[src/sv/iss_pkg.sv]
package iss_pkg;

	localparam int unsigned VALUE_W = 32;

	typedef enum logic [0:0] {
		ST_LOAD,
		ST_EMIT
	} state_t;

	// Command broadcast from the controller to every cell of the chain.
	typedef struct packed {
		logic                      ins;
		logic                      shift;
		logic signed [VALUE_W-1:0] din;
	} cell_ctrl_t;

endpackage

[src/sv/iss_cell.sv]
module iss_cell (
	input  logic                              clk,
	input  logic                              arst_n,
	input  iss_pkg::cell_ctrl_t               ctrl,
	input  logic                              left_take,
	input  logic                              left_valid,
	input  logic signed [iss_pkg::VALUE_W-1:0] left_value,
	input  logic                              right_valid,
	input  logic signed [iss_pkg::VALUE_W-1:0] right_value,
	output logic                              take,
	output logic                              valid,
	output logic signed [iss_pkg::VALUE_W-1:0] value
);
	import iss_pkg::*;

	logic                      valid_q;
	logic signed [VALUE_W-1:0] value_q;

	// The incoming value belongs here if this cell is empty or holds a larger value.
	assign take  = !valid_q || (ctrl.din < value_q);
	assign valid = valid_q;
	assign value = value_q;

	always_ff @(posedge clk or negedge arst_n) begin
		if (!arst_n) begin
			valid_q <= 1'b0;
		end else if (ctrl.ins && take) begin
			valid_q <= left_take ? left_valid : 1'b1;
		end else if (ctrl.shift) begin
			valid_q <= right_valid;
		end
	end

	always_ff @(posedge clk) begin
		if (ctrl.ins && take) begin
			value_q <= left_take ? left_value : ctrl.din;
		end else if (ctrl.shift) begin
			value_q <= right_value;
		end
	end

endmodule
[config.mk]
export PLATFORM = sky130hd
export DESIGN_NAME = iss_cell
export DESIGN_NICKNAME = d
export VERILOG_FILES = /design/src/sv/iss_pkg.sv /design/src/sv/iss_cell.sv
export SDC_FILE = /design/constraint.sdc
export NUM_CORES = 1
export LEC_CHECK = 0
export ABC_AREA = 1
export BUFFER_PORTS_ARGS = -buffer_cell sky130_fd_sc_hd__buf_2
export CAP_MARGIN = 20
export CORE_ASPECT_RATIO = 2
export CORE_MARGIN = 10
export CORE_UTILIZATION = 46
export DETAILED_ROUTE_END_ITERATION = 7
export PLACE_DENSITY_LB_ADDON = 0.08
export SYNTH_ARGS = -nofsm -noshare
export SYNTH_HDL_FRONTEND = slang
export SYNTH_SLANG_ARGS = --single-unit
[constraint.sdc]
create_clock -name clk -period 3.6 [get_ports clk]
set_input_delay 0 -clock clk [delete_from_list [all_inputs] [get_ports clk]]
set_output_delay 0 -clock clk [all_outputs]
set_load 0.01 [all_outputs]
==> results.json <==
{
  "status": "complete, no violations",
  "regToRegStartpoint": "value[14]",
  "initial_core_util_pct": 47.3,
  "rows": 39,
  "yosysMostFrequentCell": "nand2_1",
  "synthCells": 285,
  "cts_made_buffers": 5,
  "period_needed_ns": 2.75,
  "critPathKind": "flip-flop to flip-flop",
  "synthTopCellsByArea": "edfxtp_1 36%, ha_1 14%, mux2i_1 11%",
  "antenna_found_initial": 0,
  "num_antenna_cells": 0,
  "core-area_mm2": 0.00571,
  "cts_resized": 0,
  "syn_avg_cell_area_um2": 9.47,
  "rsz0062_at_grt": "false",
  "maxCapViolations": 0,
  "fin_area_mm2": 0.00363,
  "drive_gt1_share_pct": 42.6,
  "crit_family": "simple AND/OR/NAND/NOR gates",
  "place_area_mm2": 0.00337,
  "required_ns": 3.56,
  "h-tree-depth": 2,
  "ys_seq_area_share_pct": 36.5,
  "synth_fp_nets": 419,
  "period_share_pct": 76.5,
  "setup_violations": 0,
  "nets": 565,
  "clk_latency_ns": 0.27,
  "drtPass1Iterations": 4,
  "cp_max_fo": 30,
  "grt.total_usage_pct": 16.6,
  "cp_common_cell": "nand2_1",
  "path_buf_inv": 3,
  "grt_max_degree": 39,
  "dieWidth_um": 74.2,
  "r2r-end": "value[18]",
  "cts_tree": "built",
  "grt_pass1_vias": 2757,
  "async_reset_ff_share_pct": 3.03,
  "relSlewSlack_pct": 35.6,
  "drv_slew": 0,
  "ys_warn_count": 0,
  "fp.dieH_um": 128,
  "p_per_area_mw_per_mm2": 494,
  "wl_met1_um": 2490,
  "synth_edf_count": 32,
  "remaining_drc_errors": 0,
  "crit_chain": "inv_1 -> ha_1 -> nand2_1 -> inv_1 -> nand3_1 -> nor3_1 -> nand2_1 -> nand2_1 -> nand2_1 -> nand2_1 -> nand2_1 -> nand3_2 -> nand2_4 -> nand2_1 -> buf_4",
  "crit_path_start_kind": "flip-flop",
  "ff2ff_path_depth": 15,
  "route.vias.total": 2465,
  "min_from": "right_value[27]",
  "cp.arrival_ns": 2.72,
  "hold_class": "input port to flip-flop",
  "die-area_mm2": 0.00952,
  "end_kind": "flip-flop",
  "met3_length_um": 652,
  "p_leak_nw": 1.97,
  "fmax_mhz": 363,
  "synth_common_cells": "58 x nand2_1, 43 x inv_1, 32 x edfxtp_1",
  "yosys_most_used_dff": "edfxtp_1",
  "hold_buffers": 11,
  "dpl.hpwl_um": 6680,
  "overflow": 0,
  "finalWirelength_um": 7890,
  "slowest_stage": "nand2_1",
  "ant_nets": 0,
  "cp-startpoint": "value[14]",
  "io_buffer_count": 136,
  "tns_ns": 0,
  "wl_met2_um": 4550,
  "top_layer": "met4",
  "ios": 137,
  "clock_skew_ns": 0.00350,
  "crit_cells": 15,
  "gp_congestion": 0.805,
  "viasPerCell": 5.00,
  "slowest_delay_ns": 0.40,
  "tightest_slew_ns": 0.966,
  "hold_violations": 0,
  "grt_pass1_wl_um": 12400,
  "cts_num_sinks": 33,
  "syn_to_final_growth_pct": 34.5,
  "ff2ff_setup_slack_ns": 0.85,
  "synth_seq_cells": 33,
  "synth_top_cell_by_area": "edfxtp_1",
  "ys_types": 28,
  "synth.cell_area_mm2": 0.00270,
  "synth_top_area_share_pct": 35.6,
  "drtIter0Drc": 79,
  "clk_pin_slew_ns": 0.05,
  "drt-wirelength-per-cell_um": 16.0,
  "cts_setup_buffers": 0,
  "root_buffer": "clkbuf_16",
  "crit_end": "value[18]",
  "cts.path.max_buffers": 2,
  "vdd_drop_max_mv": 0.391
}
-- placed cells by master, fill, tap and decap left out, types with 3 or more instances in the layout --
cell           count
o21ai_1            4
clkbuf_16          5
nand3_1            4
buf_2            136
nand2_1           58
inv_1             43
ha_1              31
buf_4              3
dlygate4sd3_1     11
nand2_2            6
nor2_1             6
o21ai_0            5
mux2i_1           31
a21oi_1           15
o21ai_2           28
edfxtp_1          32
-- logic make-up (layout without fill, tap and decap cells) --
kind of cell / Yosys count / in the layout / share of synthesized area (%)
AND/OR/NAND/NOR: 81 / 81 / 13.3
AO/OA/AOI/OAI: 55 / 55 / 14.4
buffers and inverters: 54 / 201 / 9.87
flip-flops: 33 / 33 / 36.5
adder cells (fa/ha/maj): 31 / 31 / 14.4
multiplexers: 31 / 31 / 11.5
-- final cells by class --
type                       count  area [um2]
clock buffer                   8         146
inverter                      43         161
tap                           61        76.3
sequential                    33         986
multi-input combinational    198        1450
fill                         522        2080
timing repair buffer         150         813
-- stage by stage --
step	power (mW)	setup WS (ns)	util [%]	std cells	hold WS (ns)
2_1_floorplan	1.14	0.856	-	285	-0.296
3_3_place_gp	1.37	0.879	59.1	474	-0.214
3_5_place_dp	1.39	0.780	59.1	474	-0.216
4_1_cts	1.83	0.766	63.6	493	0.000713
5_1_grt	1.94	0.593	63.6	493	0.0125
6_report	1.79	0.845	63.6	493	0.00549
-- flip-flops by register name, indices dropped and copies added (netlist names) --
name and flops:
valid 1, value 32
-- routing by layer --
layer	global-route usage, %	up-vias
met2	32.3	82
met1	14.1	1105
met4	6.62	0
met3	5.89	13
met5	0	-
li1	-	1265
-- where the power goes --
part / switching (mW) / internal (mW)
Sequential: 0.0477 / 0.560
Combinational: 0.453 / 0.308
Clock: 0.149 / 0.276
-- worst min-delay path by stage --
| stage | end | slack (ns) | cells after the start |
|---|---|---|---|
| finish | value[27] | 0.005 | 3 |
| global route | value[30] | 0.01 | 3 |
| CTS | value[10] | 0.0007 | 3 |
| detailed placement | valid | -0.22 | 1 |
| global placement | valid | -0.21 | 1 |
| floorplan | valid | -0.30 | 0 |
-- tightest hold or removal path: stages --
cell     delay [ns]
buf_2          0.08
nand2_2        0.05
o21ai_2        0.04
Power figures use the tool's default switching activity.
